<file path="src/hw/rtl/cdiv_pkg.sv">
// cdiv_pkg: shared widths, word types and stage control struct for the complex divider.
// Used by every module under hw/rtl; depends on nothing.
package cdiv_pkg;

  localparam int DATA_WIDTH    = 16;
  localparam int FRAC_BITS_DEF = 8;

  // input word: dividend and divisor, signed fixed point
  typedef struct packed {
    logic signed [DATA_WIDTH-1:0] a_re;
    logic signed [DATA_WIDTH-1:0] a_im;
    logic signed [DATA_WIDTH-1:0] b_re;
    logic signed [DATA_WIDTH-1:0] b_im;
  } cdiv_in_t;

  // result word
  typedef struct packed {
    logic signed [DATA_WIDTH-1:0] q_re;
    logic signed [DATA_WIDTH-1:0] q_im;
    logic                         div_by_zero;
    logic                         saturated;
  } cdiv_out_t;

  // control that travels with each word through the divide stages
  typedef struct packed {
    logic valid;
    logic dz;
    logic neg_re;
    logic neg_im;
    logic ovf_re;
    logic ovf_im;
  } cdiv_ctl_t;

endpackage

</file>
<file path="src/hw/rtl/cdiv_front.sv">
// cdiv_front: three register stages - products, numerator/denominator sums,
// magnitudes with early overflow check. Depends on cdiv_pkg.
module cdiv_front import cdiv_pkg::*; #(
  parameter int FRAC_BITS = FRAC_BITS_DEF
) (
  input  logic                                clk,
  input  logic                                rst_n,
  input  logic                                adv,
  input  logic                                in_valid,
  input  cdiv_in_t                            in_data,
  output cdiv_ctl_t                           ctl_o,
  output logic [2*DATA_WIDTH+FRAC_BITS-1:0]   rem_re_o,
  output logic [2*DATA_WIDTH+FRAC_BITS-1:0]   rem_im_o,
  output logic [2*DATA_WIDTH-1:0]             den_o
);

  localparam int W  = DATA_WIDTH;
  localparam int PW = 2 * W;
  localparam int NW = PW + FRAC_BITS;
  localparam int CW = 3 * W + FRAC_BITS + 1;

  // stage 1: products
  logic                 v1_r;
  logic signed [PW-1:0] p_rebr_r, p_imbi_r, p_imbr_r, p_rebi_r, p_brbr_r, p_bibi_r;
  logic signed [PW-1:0] ar_x, ai_x, br_x, bi_x;

  assign ar_x = PW'(in_data.a_re);
  assign ai_x = PW'(in_data.a_im);
  assign br_x = PW'(in_data.b_re);
  assign bi_x = PW'(in_data.b_im);

  always_ff @(posedge clk) begin
    if (!rst_n) begin
      v1_r <= 1'b0;
    end else if (adv) begin
      v1_r <= in_valid;
    end
  end

  always_ff @(posedge clk) begin
    if (adv) begin
      p_rebr_r <= ar_x * br_x;
      p_imbi_r <= ai_x * bi_x;
      p_imbr_r <= ai_x * br_x;
      p_rebi_r <= ar_x * bi_x;
      p_brbr_r <= br_x * br_x;
      p_bibi_r <= bi_x * bi_x;
    end
  end

  // stage 2: a * conj(b) and |b|^2
  logic                 v2_r;
  logic signed [PW:0]   nre_r, nim_r;
  logic        [PW-1:0] den2_r;

  always_ff @(posedge clk) begin
    if (!rst_n) begin
      v2_r <= 1'b0;
    end else if (adv) begin
      v2_r <= v1_r;
    end
  end

  always_ff @(posedge clk) begin
    if (adv) begin
      nre_r  <= (PW+1)'(p_rebr_r) + (PW+1)'(p_imbi_r);
      nim_r  <= (PW+1)'(p_imbr_r) - (PW+1)'(p_rebi_r);
      den2_r <= $unsigned(p_brbr_r) + $unsigned(p_bibi_r);
    end
  end

  // stage 3: magnitudes, scale by the fraction, flag quotients past W+1 bits
  logic [PW:0]   neg_re_x, neg_im_x;
  logic [PW-1:0] mag_re, mag_im;
  logic [NW-1:0] num_re, num_im;
  logic [CW-1:0] den_top;
  cdiv_ctl_t     ctl_nxt, ctl_r;
  logic [NW-1:0] rem_re_r, rem_im_r;
  logic [PW-1:0] den_r;

  assign neg_re_x = (PW+1)'(0) - $unsigned(nre_r);
  assign neg_im_x = (PW+1)'(0) - $unsigned(nim_r);
  assign mag_re   = nre_r[PW] ? neg_re_x[PW-1:0] : nre_r[PW-1:0];
  assign mag_im   = nim_r[PW] ? neg_im_x[PW-1:0] : nim_r[PW-1:0];
  assign num_re   = NW'(mag_re) << FRAC_BITS;
  assign num_im   = NW'(mag_im) << FRAC_BITS;
  assign den_top  = CW'(den2_r) << (W + 1);

  always_comb begin
    ctl_nxt        = '0;
    ctl_nxt.valid  = v2_r;
    ctl_nxt.dz     = (den2_r == '0);
    ctl_nxt.neg_re = nre_r[PW];
    ctl_nxt.neg_im = nim_r[PW];
    ctl_nxt.ovf_re = (CW'(num_re) >= den_top);
    ctl_nxt.ovf_im = (CW'(num_im) >= den_top);
  end

  always_ff @(posedge clk) begin
    if (!rst_n) begin
      ctl_r <= '0;
    end else if (adv) begin
      ctl_r <= ctl_nxt;
    end
  end

  always_ff @(posedge clk) begin
    if (adv) begin
      rem_re_r <= num_re;
      rem_im_r <= num_im;
      den_r    <= den2_r;
    end
  end

  assign ctl_o    = ctl_r;
  assign rem_re_o = rem_re_r;
  assign rem_im_o = rem_im_r;
  assign den_o    = den_r;

endmodule

</file>
<file path="config.mk">
export PLATFORM = sky130hd
export DESIGN_NAME = cdiv_front
export DESIGN_NICKNAME = d
export VERILOG_FILES = /design/src/hw/rtl/cdiv_pkg.sv /design/src/hw/rtl/cdiv_front.sv
export SDC_FILE = /design/constraint.sdc
export NUM_CORES = 2
export LEC_CHECK = 0
export BUFFER_PORTS_ARGS = -buffer_cell sky130_fd_sc_hd__buf_4
export CAP_MARGIN = 20
export CORE_MARGIN = 2
export CORE_UTILIZATION = 55
export CTS_BUF_LIST = sky130_fd_sc_hd__clkbuf_4
export CTS_CLUSTER_DIAMETER = 150
export CTS_CLUSTER_SIZE = 30
export DETAILED_ROUTE_END_ITERATION = 16
export PLACE_DENSITY = 0.74
export SLEW_MARGIN = 20
export SYNTH_ARGS = -nofsm -noshare
export SYNTH_HDL_FRONTEND = slang
export SYNTH_SLANG_ARGS = --single-unit
export TNS_END_PERCENT = 5
</file>
<file path="constraint.sdc">
create_clock -name clk -period 22.1 [get_ports clk]
set_input_delay 5.525 -clock clk [delete_from_list [all_inputs] [get_ports clk]]
set_output_delay 5.525 -clock clk [all_outputs]
set_load 0.005 [all_outputs]
</file>
* After elaboration in Yosys (flattened, before gate mapping)
Cells that the tools add are included.
** Operators by class
- Eq/ne operators :: 0
- Shift-type cells :: 0
- Multiply operators :: 6
- Divide/modulo/power cells :: 0
- Reductions and logical operators :: 1
- Magnitude comparators :: 2
- Bitwise operators :: 0
- Mux-type cells :: 2
- $add $sub $neg :: 5
** Operator list (count)
- $mul 16x16->32 :: 6
- $ge 40x49->1 :: 2
- $mux 32 :: 2
- $sub 1x32->32 const A :: 2
- $add 32x32->33 :: 1
- $sub 32x32->33 :: 1
- $add 32x32->32 :: 1
- $logic_not 32->1 :: 1
** Storage, ports and cells
- Input port bits :: 68
- Output and inout port bits :: 118
- Bits in read-only memories :: 0
- Memories :: 0
- Register bits after elaboration :: 394
- Logic and storage cells :: 36
- Latch bits :: 0
- Memory bits (writable) :: 0

* Longest topological paths before layout
- Word-level depth :: 3
- Depth in mapped cells :: 25
- Depth with buffers taken out :: 24

* Worst setup path before layout
Ideal clock, no wire load.
- Kind :: input to register
- From :: input port in_data[1] in the netlist's numbering
- To :: register p_imbi_r[31], data pin
- Arrival time :: 11.458 ns
- Setup slack :: 10.372 ns
- Required time :: 21.830 ns
- Path buffers :: 2
- Setup time :: 0.270 ns
- Stages on the path :: 22
- Cells stage by stage :: clkbuf_1 clkbuf_1 nand2_1 fa_1 fa_1 fa_1 inv_1 fa_1 fa_1 inv_1 fa_1 inv_1 ha_1 and3_1 and4_1 a311oi_1 a21oi_1 nor2_1 a211oi_1 o2111a_1 o211ai_1 or3b_2
** On the way
- Cells in the longest elaborated chain, start to end :: 1
** RTL lines
- start, declared :: RTL line cdiv_front.sv:10 : input cdiv_in_t in_data,
- $mul 16x16->32 :: RTL line cdiv_front.sv:43 : p_imbi_r <= ai_x * bi_x;
- end signal, assigned :: RTL line cdiv_front.sv:43
- end, declared :: RTL line cdiv_front.sv:24 : logic signed [PW-1:0] p_rebr_r, p_imbi_r, p_imbr_r, p_rebi_r, p_brbr_r, p_bibi_r;
Every way passes these cells.
A chain may end at the register's enable or synchronous reset.

* Worst setup path in the final report
- From :: input port in_data[31] in the netlist's numbering
- To :: register p_rebr_r[31], data pin
** On the way
- Cells in the longest elaborated chain, start to end :: 1
** RTL lines
- $mul 16x16->32 :: RTL line cdiv_front.sv:42 : p_rebr_r <= ar_x * br_x;
- end signal, assigned :: RTL line cdiv_front.sv:42
- end, declared :: RTL line cdiv_front.sv:24
Every way passes these cells.

==> out/results.ini <==
[global_routing]
grt_pass1_vias=57174
grt_max_degree=88
grtUsageTotal=0.282
antenna_found_initial=9
grt-ovfl-total=0
grt_pass1_wl_mm=309

[cells_and_area]
nNetsFinal=9912
drive_above_1_share=0.0341
syn_to_final_growth_pct=3.71
num-fill-cells=11672
utilization=0.574

[cts]
clock_latency_ns=0.97
tritoncts=built
clock_sinks=392
clockBufferDepth=3
cts_resized=0
cts.clk_slew.worst_paths_ns=0.27
cts_setup_buffers=0
h-tree-depth=1
root_buffer=clkbuf_4
cts_hold_buffers=0
cts_buffers=18

[yosys]
synth_seq_cells=392
synthDistinctLibCells=80
synth_cells=7740
synth_edf_count=384
ys_async_sr_fraction=0
synth_top_area_share=0.399
yosys_warnings=0
yosysSeqAreaShare=0.154
ys_top_cells_by_area=fa_1, edfxtp_1, ha_1, inv_1, and2_1
dominantRegCellSynth=edfxtp_1
synth_top_area_cell=fa_1
avgSynthCellArea_um2=9.82
syn-cell-area_um2=76000

[routing]
totalWireLength_mm=191
dr.pass1.iters=6
route.detailed.drc=0
drtAntennaViolNets=0
routed_via_density=5.54
via_count=52469
routedWlPerCell_um=20.1
drt_iter0_drc=3617

[setup_path]
arrival_ns=12.58
cpPeakStageDelay_ns=0.97
worst_path_most_repeated_cell=fa_1
setup.worst_path.start_class=primary input
cp-end-kind=flip-flop
criticalPathCategory=primary input to flip-flop
crit_fanout=28
crit_chain=buf_4 -> inv_1 -> buf_4 -> nor2_1 -> fa_1 -> fa_1 -> fa_1 -> fa_1 -> fa_1 -> inv_1 -> fa_1 -> inv_1 -> ha_1 -> or2_2 -> a21oi_1 -> nor2_1 -> a2111oi_0 -> o21ai_0 -> a31o_2 -> a21oi_1 -> xnor2_1
slowest_stage=a2111oi_0
critPathLaunch=in_data[31]
r2r_start=nim_r[4]$_DFFE_PP_
worst_ep_required_time_ns=22.84

[timing]
period_needed_ns=11.84
finalCritPeriodShare=0.536
max_slew_margin=0.254
rsz0062_at_grt=no
hold_violations=0
max_freq_mhz=84.5
finalSetupTns_ns=0
hold_ws_ns=0.500
finalSetupViolCount=0
finalMaxSlewViolations=0
fin_ws_ns=10.26
finClkSkew_ns=0.0520
worstMarginPinSlew_ns=1.09

[floorplan]
rows=136
dieArea_um2=141000
core-area_um2=137000
die_h_um=376
die_w_um=376
initial_core_util=0.553
io_pins=186

[placement]
gp_congestion=0.953
dp_hpwl_mm=151
dp_slack_ns=9.45
io_buffers=169

[worst_hold_path]
hold_class=flip-flop to flip-flop
min_from=den2_r[24]$_DFFE_PP_

[run_status]
status=finished clean

[run]
drv_cap=0

-- critical path, delay by kind of cell --
family	cells	cell delay, ns
xor gates and xnor gates	1	0.08
buffers and inverters	5	1.33
AOI/OAI and AO/OA	5	1.89
adders and majority gates	7	3.20
and+or+nand+nor	3	0.51
-- stage by stage --
stage	instances	cell area, um2
after floorplan	7755	76000
after global placement	9442	78500
after detailed placement	9442	78500
after CTS	9474	78800
after global routing	9476	78800
final	9477	78800
-- layout by cell type (no fill, tap or decap), types with 26 or more instances in the layout --
cell type  netlist  final
a21o_1          98     98
a21oi_1        213    213
and2_1         576    576
buf_4           16    181
clkbuf_4         0     26
edfxtp_1       384    384
fa_1          1516   1516
ha_1           660    660
inv_1         1896   1896
nand2_1        727    727
nand2b_1        50     50
nand3_1         40     40
nand4_1         30     30
nor2_1         246    246
nor2b_1         42     42
nor3_1          41     41
o21a_1          53     53
o21ai_0        136    136
o21bai_1        26     26
o31ai_1         27     27
xnor2_1        299    299
xor2_1          69     69
-- synthesized netlist by cell type (all sizes together) (11+ instances only) --
master and number:
a2111oi 14, a211oi 25, a21boi 11, a21o 98, a21oi 213, a31o 17, a31oi 21, and2 576
and3 21, buf 34, clkbuf 255, edfxtp 384, fa 1516, ha 660, inv 1897, nand2 727
nand2b 51, nand3 40, nand4 30, nor2 246, nor2b 42, nor3 41, nor4 18, o211ai 16
o21a 53, o21ai 139, o21bai 26, o31ai 30, o41ai 11, or2 13, or3 28, or4 15
xnor2 299, xor2 69
-- logic make-up after synthesis --
kind of cell,synth area share
other,0.0000494
AOI/OAI and AO/OA,0.0640
adders and majority gates,0.508
xor gates and xnor gates,0.0424
muxes,0.000922
and+or+nand+nor,0.122
DFF,0.154
buffers and inverters,0.109
-- worst paths after layout --
kind | to | slack [ns] | cells after the start
setup / recovery | p_rebr_r[31]$_DFFE_PP_ | 10.26 | 21
hold / removal | den_o[24]$_DFFE_PP_ | 0.50 | 0
setup reg to reg | ctl_o[0]$_SDFFE_PN0P_ | 17.46 | 17
hold reg to reg | den_o[24]$_DFFE_PP_ | 0.50 | 0
-- state kept, by name, summed over array words and instances (netlist names), 6 cells and up --
name and cells:
p_bibi_r 31, p_imbi_r 32, p_rebi_r 32, rem_im_o 32
nim_r 33, p_rebr_r 32, p_imbr_r 32, ctl_o 6
p_brbr_r 31, den2_r 32, den_o 32, rem_re_o 32
nre_r 33
-- layer usage --
layer  vias to the layer above  wire (um)  GRT usage
met2                      1919      91100      0.469
met1                     26792      75000      0.360
met5                         -         65          0
li1                      23362          -          -
met3                       388      14400     0.0512
met4                         8      10200      0.127
-- layout make-up --
| cell class | count | area, um2 | share of cell area |
|---|---|---|---|
| Antenna cell | 3 | 7.51 | 0.0000953 |
| Clock buffer | 26 | 195 | 0.00248 |
| Clock inverter | 6 | 80.1 | 0.00102 |
| Inverter | 1898 | 7120 | 0.0904 |
| Multi-Input combinational cell | 5176 | 56100 | 0.712 |
| Sequential cell | 392 | 11700 | 0.148 |
| Tap cell | 1794 | 2240 | 0.0285 |
| Timing Repair Buffer | 182 | 1370 | 0.0174 |
Power is left out: the tool's default activity adds up to more than one toggle a clock period on the data nets, which glitch-free logic cannot reach.
