**src/hw/rtl/cdiv_pkg.sv**
```systemverilog
// cdiv_pkg: shared widths, word types and stage control struct for the complex divider.
// Used by every module under hw/rtl; depends on nothing.
package cdiv_pkg;

  localparam int DATA_WIDTH    = 16;
  localparam int FRAC_BITS_DEF = 8;

  // input word: dividend and divisor, signed fixed point
  typedef struct packed {
    logic signed [DATA_WIDTH-1:0] a_re;
    logic signed [DATA_WIDTH-1:0] a_im;
    logic signed [DATA_WIDTH-1:0] b_re;
    logic signed [DATA_WIDTH-1:0] b_im;
  } cdiv_in_t;

  // result word
  typedef struct packed {
    logic signed [DATA_WIDTH-1:0] q_re;
    logic signed [DATA_WIDTH-1:0] q_im;
    logic                         div_by_zero;
    logic                         saturated;
  } cdiv_out_t;

  // control that travels with each word through the divide stages
  typedef struct packed {
    logic valid;
    logic dz;
    logic neg_re;
    logic neg_im;
    logic ovf_re;
    logic ovf_im;
  } cdiv_ctl_t;

endpackage

```
**src/hw/rtl/cdiv_step.sv**
```systemverilog
// cdiv_step: one restoring-division stage, settles quotient bit BIT of both parts.
// Depends on cdiv_pkg.
module cdiv_step import cdiv_pkg::*; #(
  parameter int FRAC_BITS = FRAC_BITS_DEF,
  parameter int BIT       = 0
) (
  input  logic                              clk,
  input  logic                              rst_n,
  input  logic                              adv,
  input  cdiv_ctl_t                         ctl_i,
  input  logic [2*DATA_WIDTH+FRAC_BITS-1:0] rem_re_i,
  input  logic [2*DATA_WIDTH+FRAC_BITS-1:0] rem_im_i,
  input  logic [DATA_WIDTH:0]               q_re_i,
  input  logic [DATA_WIDTH:0]               q_im_i,
  input  logic [2*DATA_WIDTH-1:0]           den_i,
  output cdiv_ctl_t                         ctl_o,
  output logic [2*DATA_WIDTH+FRAC_BITS-1:0] rem_re_o,
  output logic [2*DATA_WIDTH+FRAC_BITS-1:0] rem_im_o,
  output logic [DATA_WIDTH:0]               q_re_o,
  output logic [DATA_WIDTH:0]               q_im_o,
  output logic [2*DATA_WIDTH-1:0]           den_o
);

  localparam int W  = DATA_WIDTH;
  localparam int NW = 2 * W + FRAC_BITS;
  localparam int QW = W + 1;
  localparam int CW = 3 * W + FRAC_BITS + 1;

  logic [CW-1:0] den_sh, diff_re, diff_im;
  logic          take_re, take_im;
  logic [QW-1:0] qbit;

  assign den_sh  = CW'(den_i) << BIT;
  assign take_re = (CW'(rem_re_i) >= den_sh);
  assign take_im = (CW'(rem_im_i) >= den_sh);
  assign diff_re = CW'(rem_re_i) - den_sh;
  assign diff_im = CW'(rem_im_i) - den_sh;
  assign qbit    = QW'(1) << BIT;

  cdiv_ctl_t     ctl_r;
  logic [NW-1:0] rem_re_r, rem_im_r;
  logic [QW-1:0] q_re_r, q_im_r;
  logic [2*W-1:0] den_r;

  always_ff @(posedge clk) begin
    if (!rst_n) begin
      ctl_r <= '0;
    end else if (adv) begin
      ctl_r <= ctl_i;
    end
  end

  always_ff @(posedge clk) begin
    if (adv) begin
      rem_re_r <= take_re ? diff_re[NW-1:0] : rem_re_i;
      rem_im_r <= take_im ? diff_im[NW-1:0] : rem_im_i;
      q_re_r   <= take_re ? (q_re_i | qbit) : q_re_i;
      q_im_r   <= take_im ? (q_im_i | qbit) : q_im_i;
      den_r    <= den_i;
    end
  end

  assign ctl_o    = ctl_r;
  assign rem_re_o = rem_re_r;
  assign rem_im_o = rem_im_r;
  assign q_re_o   = q_re_r;
  assign q_im_o   = q_im_r;
  assign den_o    = den_r;

endmodule

```
**config.mk**
```make
export PLATFORM = sky130hd
export DESIGN_NAME = cdiv_step
export DESIGN_NICKNAME = d
export VERILOG_FILES = /design/src/hw/rtl/cdiv_pkg.sv /design/src/hw/rtl/cdiv_step.sv
export SDC_FILE = /design/constraint.sdc
export NUM_CORES = 1
export LEC_CHECK = 0
export BUFFER_PORTS_ARGS = -buffer_cell sky130_fd_sc_hd__buf_4
export CAP_MARGIN = 20
export CORE_ASPECT_RATIO = 2
export CORE_MARGIN = 2
export CORE_UTILIZATION = 50
export DETAILED_ROUTE_END_ITERATION = 12
export HOLD_SLACK_MARGIN = 0.06
export MAX_ROUTING_LAYER = met4
export PLACE_DENSITY = 0.79
export SYNTH_ARGS = -nofsm -noshare
export SYNTH_HDL_FRONTEND = slang
export SYNTH_SLANG_ARGS = --single-unit
```
**constraint.sdc**
```tcl
create_clock -name clk -period 4 [get_ports clk]
set_clock_uncertainty 0.05 [all_clocks]
set_input_delay 0.8 -clock clk [delete_from_list [all_inputs] [get_ports clk]]
set_output_delay 0.8 -clock clk [all_outputs]
set_load 0.01 [all_outputs]
```
Word level (Yosys, flattened, before mapping) --
Cells that the tools add are included.
Storage, ports and cells: register bits 152, bits of input ports 155, output and inout port bits 152, logic and storage cells 19
Cells by class: $add $sub $neg 2, $lt $le $gt $ge 2, mux-type cells 2
Operators with widths (number):
- $ge A40 B32 Y1 | 2
- $mux W40 | 2
- $sub A40 B32 Y40 | 2

Depth between registers and ports, before layout --
Gate-level depths: netlist (run 1).
depth after elaboration 2, gate-level depth with buffers 13, depth with buffers taken out 11

Worst setup path after synthesis (run 1) --
No wires, ideal clock.
kind input -> register, start input port rem_re_i[0], end register rem_re_r[23] (netlist: rem_re_o[23]) (data pin), library setup time 262 ps, arrival 3088 ps, slack 600 ps, cell stages on the path 11, buffers on the path 1, cells stage by stage inv_1 > ha_1 > fa_1 > nand2b_1 > a211oi_1 > or3_1 > a211o_1 > o21ai_2 > a21oi_2 > buf_2 > mux2_1
On the way: longest elaborated chain between the ends 2, elaborated cells on any way between the ends 3, classes of those cells add/sub: 1; order compare: 1; mux: 1
RTL lines:
- start: declaration | RTL line cdiv_step.sv:11 | input logic [2*DATA_WIDTH+FRAC_BITS-1:0] rem_re_i,
- $sub A40 B32 Y40 / $ge A40 B32 Y1 (equally long branches) | RTL line cdiv_step.sv:36, cdiv_step.sv:34
- $mux W40 (*) | RTL line cdiv_step.sv:55 | rem_re_r <= take_re ? diff_re[NW-1:0] : rem_re_i;
- end signal: assignment | RTL line cdiv_step.sv:55
- end: declaration | RTL line cdiv_step.sv:41 | logic [NW-1:0] rem_re_r, rem_im_r;
Mark *: on every way between the ends. The rest lies on a longest branch, timed or not. A chain may end at the register's enable or synchronous reset.

Worst setup path after layout (run 1) --
start input port rem_re_i[0], end register rem_re_r[11] (netlist: rem_re_o[11]) (data pin)
Same word-level chain as after synthesis.

==> results by group, run 1 <==
Clocking
  • H-tree Lvls: 4
  • Clock latency on the worst-skew pair: 0.43 ns
  • TritonCTS clock tree: built
  • CTS Buffer Depth: 2
  • CTS root buf: clkbuf_16
  • Hold-fix buffers, CTS: 0
  • Setup bufs post-CTS: 0
  • Clock sink count: 152
  • Post-CTS Resized: 0
  • CTS buffer count: 17
  • CTS clk-pin slew, worst paths: 0.06 ns

Job
  • Max Cap Viol: 0

Drt
  • Final wirelength: 29600 um
  • Via count: 8518
  • Wirelength per Cell: 19.4 um
  • Drc violations: 0
  • DR WL met3: 1630 um
  • 1st-iter DRT viols: 296
  • Drt pass-1 iters: 5
  • Detail Route Antenna Nets: 0
  • Met1 WL: 9590 um
  • Routed met2 length: 16500 um
  • Via/cell ratio: 5.57
  • Max Used Layer: met4

Power and ir drop
  • Worst vdd ir: 0.304 mV
  • Pwr Total: 0.00497 W
  • Lkg Pwr: 5.83 nW
  • Pwr dens: 382 nW/um2

Setup path
  • CP max FO: 28
  • Crit path depth: 12
  • Buffers plus inverters on the worst setup path: 3
  • Critical Path Sink Type: flop
  • CP max stage cell: a21oi_4
  • Crit start category: input pin
  • CP Class: in -> reg
  • Top cell family by delay on the critical path: compound AO/OA/AOI/OAI gates
  • Sequence of cells on the critical path: buf_4, inv_1, ha_1, fa_1, nand2b_1, a211oi_1, or3_1, a211o_1, o21ai_2, a21oi_4, buf_16, mux2_1
  • CP arrival: 3.73 ns
  • Worst r2r path cells: 2
  • CP Data Required Time: 4.13 ns
  • CP max stage delay: 0.56 ns

Timing
  • Hold Vio Cnt, Final: 0
  • Pins over their slew limit: 0
  • Final setup TNS: 0 ns
  • Fin crit share: 0.902
  • Fmax: 0.277 GHz
  • Hold_ws: 0.464 ns
  • Slew headroom: 0.538
  • Slew @ Worst Pin: 0.692 ns
  • Unrepaired setup endpoints after global routing: false
  • Min cycle time layout: 3.61 ns
  • Final setup fails: 0

Synthesis
  • Post-synth EDFFs: 146
  • Asr flop ratio synth: 0
  • Syn_area_per_cell: 10.5 um2
  • Net Count, Synth: 1125
  • Synthesized area: 9490 um2
  • Post-synthesis sequential area ratio: 0.474
  • Most common cell in the netlist: edfxtp_1
  • Synth top cells by count: edfxtp_1, nand2_1, a21oi_1
  • Synth Register Bits: 152
  • Main flop type after synthesis: edfxtp_1
  • Synth area leaders: edfxtp_1, ha_1, a21oi_1
  • Top cell type's share of synthesized area: 0.462
  • YS warnings: 0
  • Synth unique cells: 77
  • Mapped Cells: 904
  • Post-synth top area cell: edfxtp_1

Global route
  • Largest net degree at the start of global routing: 70
  • GRT overflow: 0
  • Vias in the first global route: 8634
  • Total track usage: 0.301
  • First-pass GRT wire length: 44000 um
  • Initial antenna violation count: 0

Floorplan
  • Starting Density: 0.507
  • Floorplan core area: 18700 um2
  • I/O pin count: 307
  • Row count: 71
  • Die Wd: 101 um
  • Die Y: 199 um
  • Die Area: 20200 um2

Layout
  • Share of layout cells above drive strength 1: 0.322
  • Synth-to-layout area growth: 37.1%
  • Fin cells: 1528
  • NumNets Final: 1481
  • ANT cells: 0

Place
  • Cell count after placement: 1495
  • Routability Congestion: 0.941
  • Hpwl dp: 24100 um
  • IO Port Bufs: 306

Hold path
  • Min-delay worst type: reg -> reg
  • Hold Path Stages: 2

Run status
  • Status: finished clean
## sequential cells by signal, summed over array words and instances (netlist names)
register,flops
q_re_o,17
den_o,32
q_im_o,17
rem_re_o,40
ctl_o,6
rem_im_o,40
## worst paths after layout
kind	from	endpoint	slack, ns
hold / removal	ctl_o[2]	ctl_o[2]	0.46
setup reg to reg	ctl_o[3]	ctl_o[3]	3.31
hold reg to reg	ctl_o[2]	ctl_o[2]	0.46
setup / recovery	rem_re_i[0]	rem_re_o[11]	0.39
## through the flow
step | utilization | setup slack, ns | cell area (um2)
floorplan | - | 0.600 | 9490
global placement | 0.664 | -0.134 | 12400
detailed placement | 0.664 | -0.250 | 12400
CTS | 0.693 | 0.198 | 13000
global route | 0.694 | 0.219 | 13000
finish | 0.694 | 0.393 | 13000
## power breakdown
group          internal, W  switching [W]  leakage (nW)
registers          0.00198      0.0000593          1.48
clock network     0.000871       0.000652         0.265
logic             0.000676       0.000728          4.09
total              0.00353        0.00144          5.83
## per-layer routing
layer | track usage | vias up
met5 | - | -
met4 | 0.192 | 0
met3 | 0.0639 | 100
met2 | 0.557 | 343
met1 | 0.266 | 3983
li1 | - | 4092
## cells by family (layout without fill, tap and decap cells)
logic type | count (synthesis) | after routing | synth area share
buffers and inverters | 72 | 441 | 0.0331
flip-flops | 152 | 152 | 0.474
XOR/XNOR | 70 | 70 | 0.0646
AND/OR/NAND/NOR | 268 | 268 | 0.141
multiplexers | 11 | 11 | 0.0123
AO/OA/AOI/OAI | 265 | 265 | 0.186
adder cells (fa/ha/maj) | 66 | 66 | 0.0886
## cell usage in the layout (no fill, tap or decap), types with 7 or more instances in the layout
cell,n
edfxtp_1,146
and2_1,8
o21bai_1,11
inv_1,43
nor3_1,11
nor2b_1,19
a211oi_1,8
nor2_1,56
ha_1,64
nand4_1,14
o21ai_1,12
nand2_1,84
o21ai_0,43
buf_4,362
and3_1,16
or3_1,7
xnor2_1,37
nand3_1,21
a31oi_1,9
a211o_1,7
a21oi_1,77
a21o_1,48
xor2_1,33
clkbuf_16,17
## worst min-delay path, cell delays in order (launching register included)
cell and delay (ns):
dfxtp_1 0.32, mux2i_1 0.06, nor2b_1 0.09
## layout make-up
type                    instances  area [um2]
fillers                      1518        5730
multi-input cells             680        4680
flip-flops and latches        152        4500
repair buffers                366        2800
clock buffers                  21         450
well taps                     255         319
inverters                      43         161
clock inverters                11        98.8
Note: power is estimated with default switching activity, not from simulation.
==> inputs of run 2 (changes only) <==
--- a/config.mk
+++ b/config.mk
@@ -12,7 +12,6 @@
 export CORE_UTILIZATION = 50
 export DETAILED_ROUTE_END_ITERATION = 12
 export HOLD_SLACK_MARGIN = 0.06
-export MAX_ROUTING_LAYER = met4
 export PLACE_DENSITY = 0.79
 export SYNTH_ARGS = -nofsm -noshare
 export SYNTH_HDL_FRONTEND = slang
==> results by group, run 2 (same netlist as run 1, synthesis figures left out) <==
Run status
  • Status: finished clean (unchanged)

Floorplan
  • Die Y: 199 um (unchanged)
  • Floorplan core area: 18700 um2 (unchanged)
  • Die Wd: 101 um (unchanged)
  • I/O pin count: 307 (unchanged)
  • Die Area: 20200 um2 (unchanged)
  • Starting Density: 0.507 (unchanged)
  • Row count: 71 (unchanged)

Clocking
  • TritonCTS clock tree: built (unchanged)
  • CTS buffer count: 17 (unchanged)
  • Setup bufs post-CTS: 0 (unchanged)
  • Clock sink count: 152 (unchanged)
  • Clock latency on the worst-skew pair: 0.43 ns (about the same)
  • Hold-fix buffers, CTS: 0 (unchanged)
  • Post-CTS Resized: 0 (unchanged)
  • CTS clk-pin slew, worst paths: 0.06 ns (about the same)
  • H-tree Lvls: 4 (unchanged)
  • CTS Buffer Depth: 2 (unchanged)
  • CTS root buf: clkbuf_16 (unchanged)

Setup path
  • Crit start category: input pin (unchanged)
  • CP max FO: 28 (unchanged)
  • CP Data Required Time: 4.13 ns (about the same)
  • CP arrival: 3.59 ns (was 3.73 ns)
  • CP Class: in -> reg (unchanged)
  • Critical Path Sink Type: flop (unchanged)

Global route
  • Total track usage: 0.293 (was 0.301)
  • GRT overflow: 0 (unchanged)
  • First-pass GRT wire length: 43900 um (was 44000 um)
  • Vias in the first global route: 8485 (was 8634)
  • Largest net degree at the start of global routing: 80 (was 70)
  • Initial antenna violation count: 1 (was 0)

Timing
  • Fmax: 0.289 GHz (was 0.277 GHz)
  • Hold Vio Cnt, Final: 0 (unchanged)
  • Fin crit share: 0.864 (was 0.902)
  • Pins over their slew limit: 0 (unchanged)
  • Slew headroom: 0.490 (was 0.538)
  • Final setup margin: 0.543 ns (was 0.393 ns)
  • Unrepaired setup endpoints after global routing: false (unchanged)
  • Final setup fails: 0 (unchanged)
  • Final setup TNS: 0 ns (unchanged)
  • Slew @ Worst Pin: 0.765 ns (was 0.692 ns)
  • Min cycle time layout: 3.46 ns (was 3.61 ns)

Layout
  • Most common cell after layout, fill and taps aside: buf_4 (unchanged)
  • # fillers: 1496 (was 1518)
  • Sequential cell area: 4500 um2 (unchanged)
  • Commonest cells after routing, fill and taps aside: buf_4, edfxtp_1, nand2_1 (unchanged)
  • Synth-to-layout area growth: 36.5% (was 37.1%)
  • Finished Core Util: 0.692 (was 0.694)
  • Fin cells: 1518 (was 1528)
  • NumNets Final: 1470 (was 1481)
  • Area of the multi-input gates: 4680 um2 (unchanged)
  • Share of layout cells above drive strength 1: 0.316 (was 0.322)

Power and ir drop
  • Lkg Pwr: 5.80 nW (was 5.83 nW)
  • Worst vdd ir: 0.309 mV (was 0.304 mV)
  • Comb pwr share: 0.277 (was 0.283)
  • Pwr dens: 388 nW/um2 (was 382 nW/um2)
  • Internal: 0.00362 W (was 0.00353 W)
  • Flop pwr share: 0.406 (was 0.411)
  • Sw Share: 0.280 (was 0.290)
  • Pwr Total: 0.00503 W (was 0.00497 W)
  • Psw: 0.00141 W (was 0.00144 W)
  • Clock power frac: 0.317 (was 0.307)

Drt
  • Wirelength per Cell: 19.3 um (was 19.4 um)
  • 1st-iter DRT viols: 453 (was 296)
  • Final wirelength: 29300 um (was 29600 um)
  • Via/cell ratio: 5.53 (was 5.57)
  • Drc violations: 0 (unchanged)
  • Via count: 8401 (was 8518)
  • Detail Route Antenna Nets: 0 (unchanged)
  • Drt pass-1 iters: 5 (unchanged)

Place
  • Hpwl dp: 23800 um (was 24100 um)
  • IO Port Bufs: 306 (unchanged)
  • Routability Congestion: 0.969 (was 0.941)
  • Cell count after placement: 1484 (was 1495)
  • Pre-CTS WS: -0.0899 ns (was -0.250 ns)

Job
  • Max Cap Viol: 0 (unchanged)

Hold path
  • Min-delay worst type: reg -> reg (unchanged)
-- run 2: area by class of cell --
type / instances / area share
Inverter: 43 / 0.0125
Multi-Input combinational cell: 680 / 0.361
Clock inverter: 8 / 0.00753
Sequential cell: 152 / 0.347
Antenna cell: 1 / 0.000193
Timing Repair Buffer: 355 / 0.209
Clock buffer: 24 / 0.0372
Tap cell: 255 / 0.0246
-- run 2: power by group through the flow --
stage | registers, W | logic (W) | clock network [W]
after CTS | 0.00204 | 0.00139 | 0.00162
after floorplan | 0.00216 | 0.000607 | 0
final | 0.00204 | 0.00139 | 0.00159
after global placement | 0.00207 | 0.00137 | 0
after detailed placement | 0.00207 | 0.00139 | 0
after global routing | 0.00206 | 0.00152 | 0.00168
-- run 2: routing by layer --
layer,wire (um),GRT usage,part of all wire,up-vias
met3,1730,0.0654,0.059,98
li1,-,-,-,4069
met4,2090,0.198,0.071,0
met5,0,0,0,-
met1,9390,0.271,0.32,3884
met2,16100,0.548,0.55,350
-- run 2: worst max-delay path, cell delays in order --
cell and delay (ns):
buf_4 0.09, inv_1 0.04, ha_1 0.22, fa_1 0.39, nand2b_1 0.17, a211oi_1 0.31, or3_1 0.23, a211o_1 0.19
o21ai_2 0.10, a21oi_4 0.47, buf_16 0.24, mux2_1 0.33
-- run 2: stage by stage --
stage	area [um2]	hold slack (ns)
4_1_cts	12900	0.466
6_report	13000	0.470
5_1_grt	13000	0.463
2_1_floorplan	9490	0.489
3_3_place_gp	12400	0.450
3_5_place_dp	12400	0.461
-- run 2: worst paths after layout --
check        cells past startpoint        start  slack (ns)            to
min reg2reg                      2     ctl_o[0]        0.47      ctl_o[0]
max                             12  rem_re_i[0]        0.54  rem_re_o[11]
min                              2     ctl_o[0]        0.47      ctl_o[0]
max reg2reg                      2     ctl_o[5]        3.29      ctl_o[5]
==> inputs of run 3 (changes only) <==
==> constraint.sdc (replaced) <==
create_clock -name clk -period 4 [get_ports clk]
set_clock_uncertainty 0.05 [all_clocks]
set_input_delay 0.2 -clock clk [delete_from_list [all_inputs] [get_ports clk]]
set_output_delay 0.2 -clock clk [all_outputs]
set_load 0.01 [all_outputs]
==> results by group, run 3 (same netlist as run 1, synthesis figures left out) <==
Setup path
  • Buffers plus inverters on the worst setup path: 4 (was 3)
  • Sequence of cells on the critical path: dlygate4sd3_1, buf_4, inv_1, ha_1, fa_1, nand2b_1, a211oi_1, or3_1, a211o_1, o21ai_2, a21oi_4, buf_4, mux2_1 (was buf_4, inv_1, ha_1, fa_1, nand2b_1, a211oi_1, or3_1, a211o_1, o21ai_2, a21oi_4, buf_16, mux2_1)
  • CP Data Required Time: 4.13 ns (about the same)
  • Crit-path most repeated cell: buf_4
  • CP Class: in -> reg (unchanged)
  • Critical Path Sink Type: flop (unchanged)
  • CP max stage delay: 0.57 ns (was 0.47 ns)
  • CP max stage cell: dlygate4sd3_1 (was a21oi_4)
  • R2R Path End: ctl_o[4] (was ctl_o[5])
  • Worst R2R Setup Slack: 2.71 ns (was 3.29 ns)
  • CP arrival: 3.65 ns (was 3.59 ns)
  • CP max FO: 52 (was 28)
  • Worst r2r path cells: 3 (was 2)
  • Crit start category: input pin (unchanged)
  • Top cell family by delay on the critical path: buffers and inverters (was compound AO/OA/AOI/OAI gates)
  • Worst r2r src: ctl_o[4] (was ctl_o[5])

Power and ir drop
  • Psw: 0.00144 W (was 0.00141 W)
  • Worst vdd ir: 0.286 mV (was 0.309 mV)
  • Sw Share: 0.280 (about the same)
  • Pwr dens: 368 nW/um2 (was 388 nW/um2)
  • Internal: 0.00369 W (was 0.00362 W)
  • Flop pwr share: 0.400 (was 0.406)
  • Clock power frac: 0.316 (was 0.317)
  • Lkg Pwr: 6.13 nW (was 5.80 nW)
  • Comb pwr share: 0.284 (was 0.277)

Floorplan
  • Die Y: 199 um (unchanged)
  • Die Area: 20200 um2 (unchanged)
  • Starting Density: 0.507 (unchanged)
  • I/O pin count: 307 (unchanged)
  • Floorplan core area: 18700 um2 (unchanged)
  • Row count: 71 (unchanged)
  • Die Wd: 101 um (unchanged)

Timing
  • Unrepaired setup endpoints after global routing: false (unchanged)
  • Hold_ws: 0.0755 ns (was 0.470 ns)
  • Final setup fails: 0 (unchanged)
  • Pins over their slew limit: 0 (unchanged)
  • Min cycle time layout: 3.52 ns (was 3.46 ns)
  • Fin crit share: 0.880 (was 0.864)
  • Slew headroom: 0.356 (was 0.490)
  • Final setup TNS: 0 ns (unchanged)
  • Slew @ Worst Pin: 0.966 ns (was 0.765 ns)
  • Fmax: 0.284 GHz (was 0.289 GHz)
  • Hold Vio Cnt, Final: 0 (unchanged)

Global route
  • Largest net degree at the start of global routing: 99 (was 80)
  • First-pass GRT wire length: 46800 um (was 43900 um)
  • Initial antenna violation count: 0 (was 1)
  • GRT overflow: 0 (unchanged)
  • Vias in the first global route: 9152 (was 8485)
  • Total track usage: 0.310 (was 0.293)

Hold path
  • Hold Path Stages: 2 (unchanged)
  • Hold EP: rem_re_o[32] (was ctl_o[0])
  • Min-delay worst type: in -> reg (was reg -> reg)
  • HP Start: rem_re_i[32] (was ctl_o[0])

Layout
  • NumNets Final: 1559 (was 1470)
  • Commonest cells after routing, fill and taps aside: buf_4, edfxtp_1, dlygate4sd3_1 (was buf_4, edfxtp_1, nand2_1)
  • Fin cells: 1606 (was 1518)
  • Finished Core Util: 0.744 (was 0.692)
  • Share of layout cells above drive strength 1: 0.261 (was 0.316)
  • Synth-to-layout area growth: 46.9% (was 36.5%)
  • Most common cell after layout, fill and taps aside: buf_4 (unchanged)
  • ANT cells: 0 (was 1)

Drt
  • Via/cell ratio: 5.54 (was 5.53)
  • 1st-iter DRT viols: 402 (was 453)
  • Drc violations: 0 (unchanged)
  • Detail Route Antenna Nets: 0 (unchanged)
  • Drt pass-1 iters: 6 (was 5)
  • Via count: 8897 (was 8401)
  • Wirelength per Cell: 19.6 um (was 19.3 um)
  • Final wirelength: 31400 um (was 29300 um)

Job
  • Max Cap Viol: 0 (unchanged)

Run status
  • Status: finished clean (unchanged)

Place
  • Routability Congestion: 0.949 (was 0.969)
  • Hpwl dp: 23200 um (was 23800 um)
  • IO Port Bufs: 306 (unchanged)
  • Cell count after placement: 1440 (was 1484)

Clocking
  • H-tree Lvls: 4 (unchanged)
  • Clock latency on the worst-skew pair: 0.43 ns (about the same)
  • CTS root buf: clkbuf_16 (unchanged)
  • CTS buffer count: 17 (unchanged)
  • TritonCTS clock tree: built (unchanged)
  • CTS clk-pin slew, worst paths: 0.06 ns (about the same)
  • CTS Buffer Depth: 2 (unchanged)
  • Clock sink count: 152 (unchanged)
[run 3: how the worst max path moves through the flow]
stage | startpoint | to | slack [ns] | cells after the start
floorplan | rem_re_i[0] | rem_re_o[23] | 1.20 | 11
global placement | den_i[19] | rem_re_o[6] | 0.71 | 11
detailed placement | rem_re_i[0] | rem_re_o[3] | 0.69 | 12
CTS | den_i[0] | rem_re_o[3] | 0.57 | 12
global route | rem_re_i[0] | rem_re_o[3] | 0.26 | 13
finish | rem_re_i[0] | rem_re_o[3] | 0.48 | 13
[run 3: final cells by class]
cell class / count / area (um2)
clock buffers: 24 / 462
clock inverters: 8 / 124
fillers: 1293 / 4790
inverters: 43 / 161
multi-input cells: 680 / 4680
flip-flops and latches: 152 / 4500
well taps: 255 / 319
repair buffers: 444 / 3700
[run 3: per-layer routing]
metal  global-route usage  share of wire
met5                    0              0
met4                0.213          0.069
met3               0.0632          0.056
met2                0.588           0.55
met1                0.282           0.32
[run 3: power groups by stage]
| stage | combinational (W) | clock (W) | sequential (W) |
|---|---|---|---|
| global placement | 0.00131 | 0 | 0.00207 |
| floorplan | 0.000607 | 0 | 0.00216 |
| global route | 0.00158 | 0.00169 | 0.00206 |
| finish | 0.00146 | 0.00162 | 0.00205 |
| CTS | 0.00144 | 0.00164 | 0.00205 |
| detailed placement | 0.00133 | 0 | 0.00208 |
[run 3: stage by stage]
stage	instance area [um2]	power (W)	setup slack [ns]
final	14000	0.00513	0.478
after global routing	14000	0.00533	0.257
after CTS	14000	0.00514	0.569
after detailed placement	12000	0.00341	0.685
after global placement	12000	0.00339	0.710
after floorplan	9490	0.00277	1.20
[run 3: repair_timing]
| item | 4_1_cts | 5_1_grt |
|---|---|---|
| resized for setup | 0 | 0 |
| buffers inserted | 0 | 0 |
| endpoints found under the setup margin | 0 | 0 |
| hold buffers | 134 | 0 |
| hold endpoints to repair | 133 | 0 |
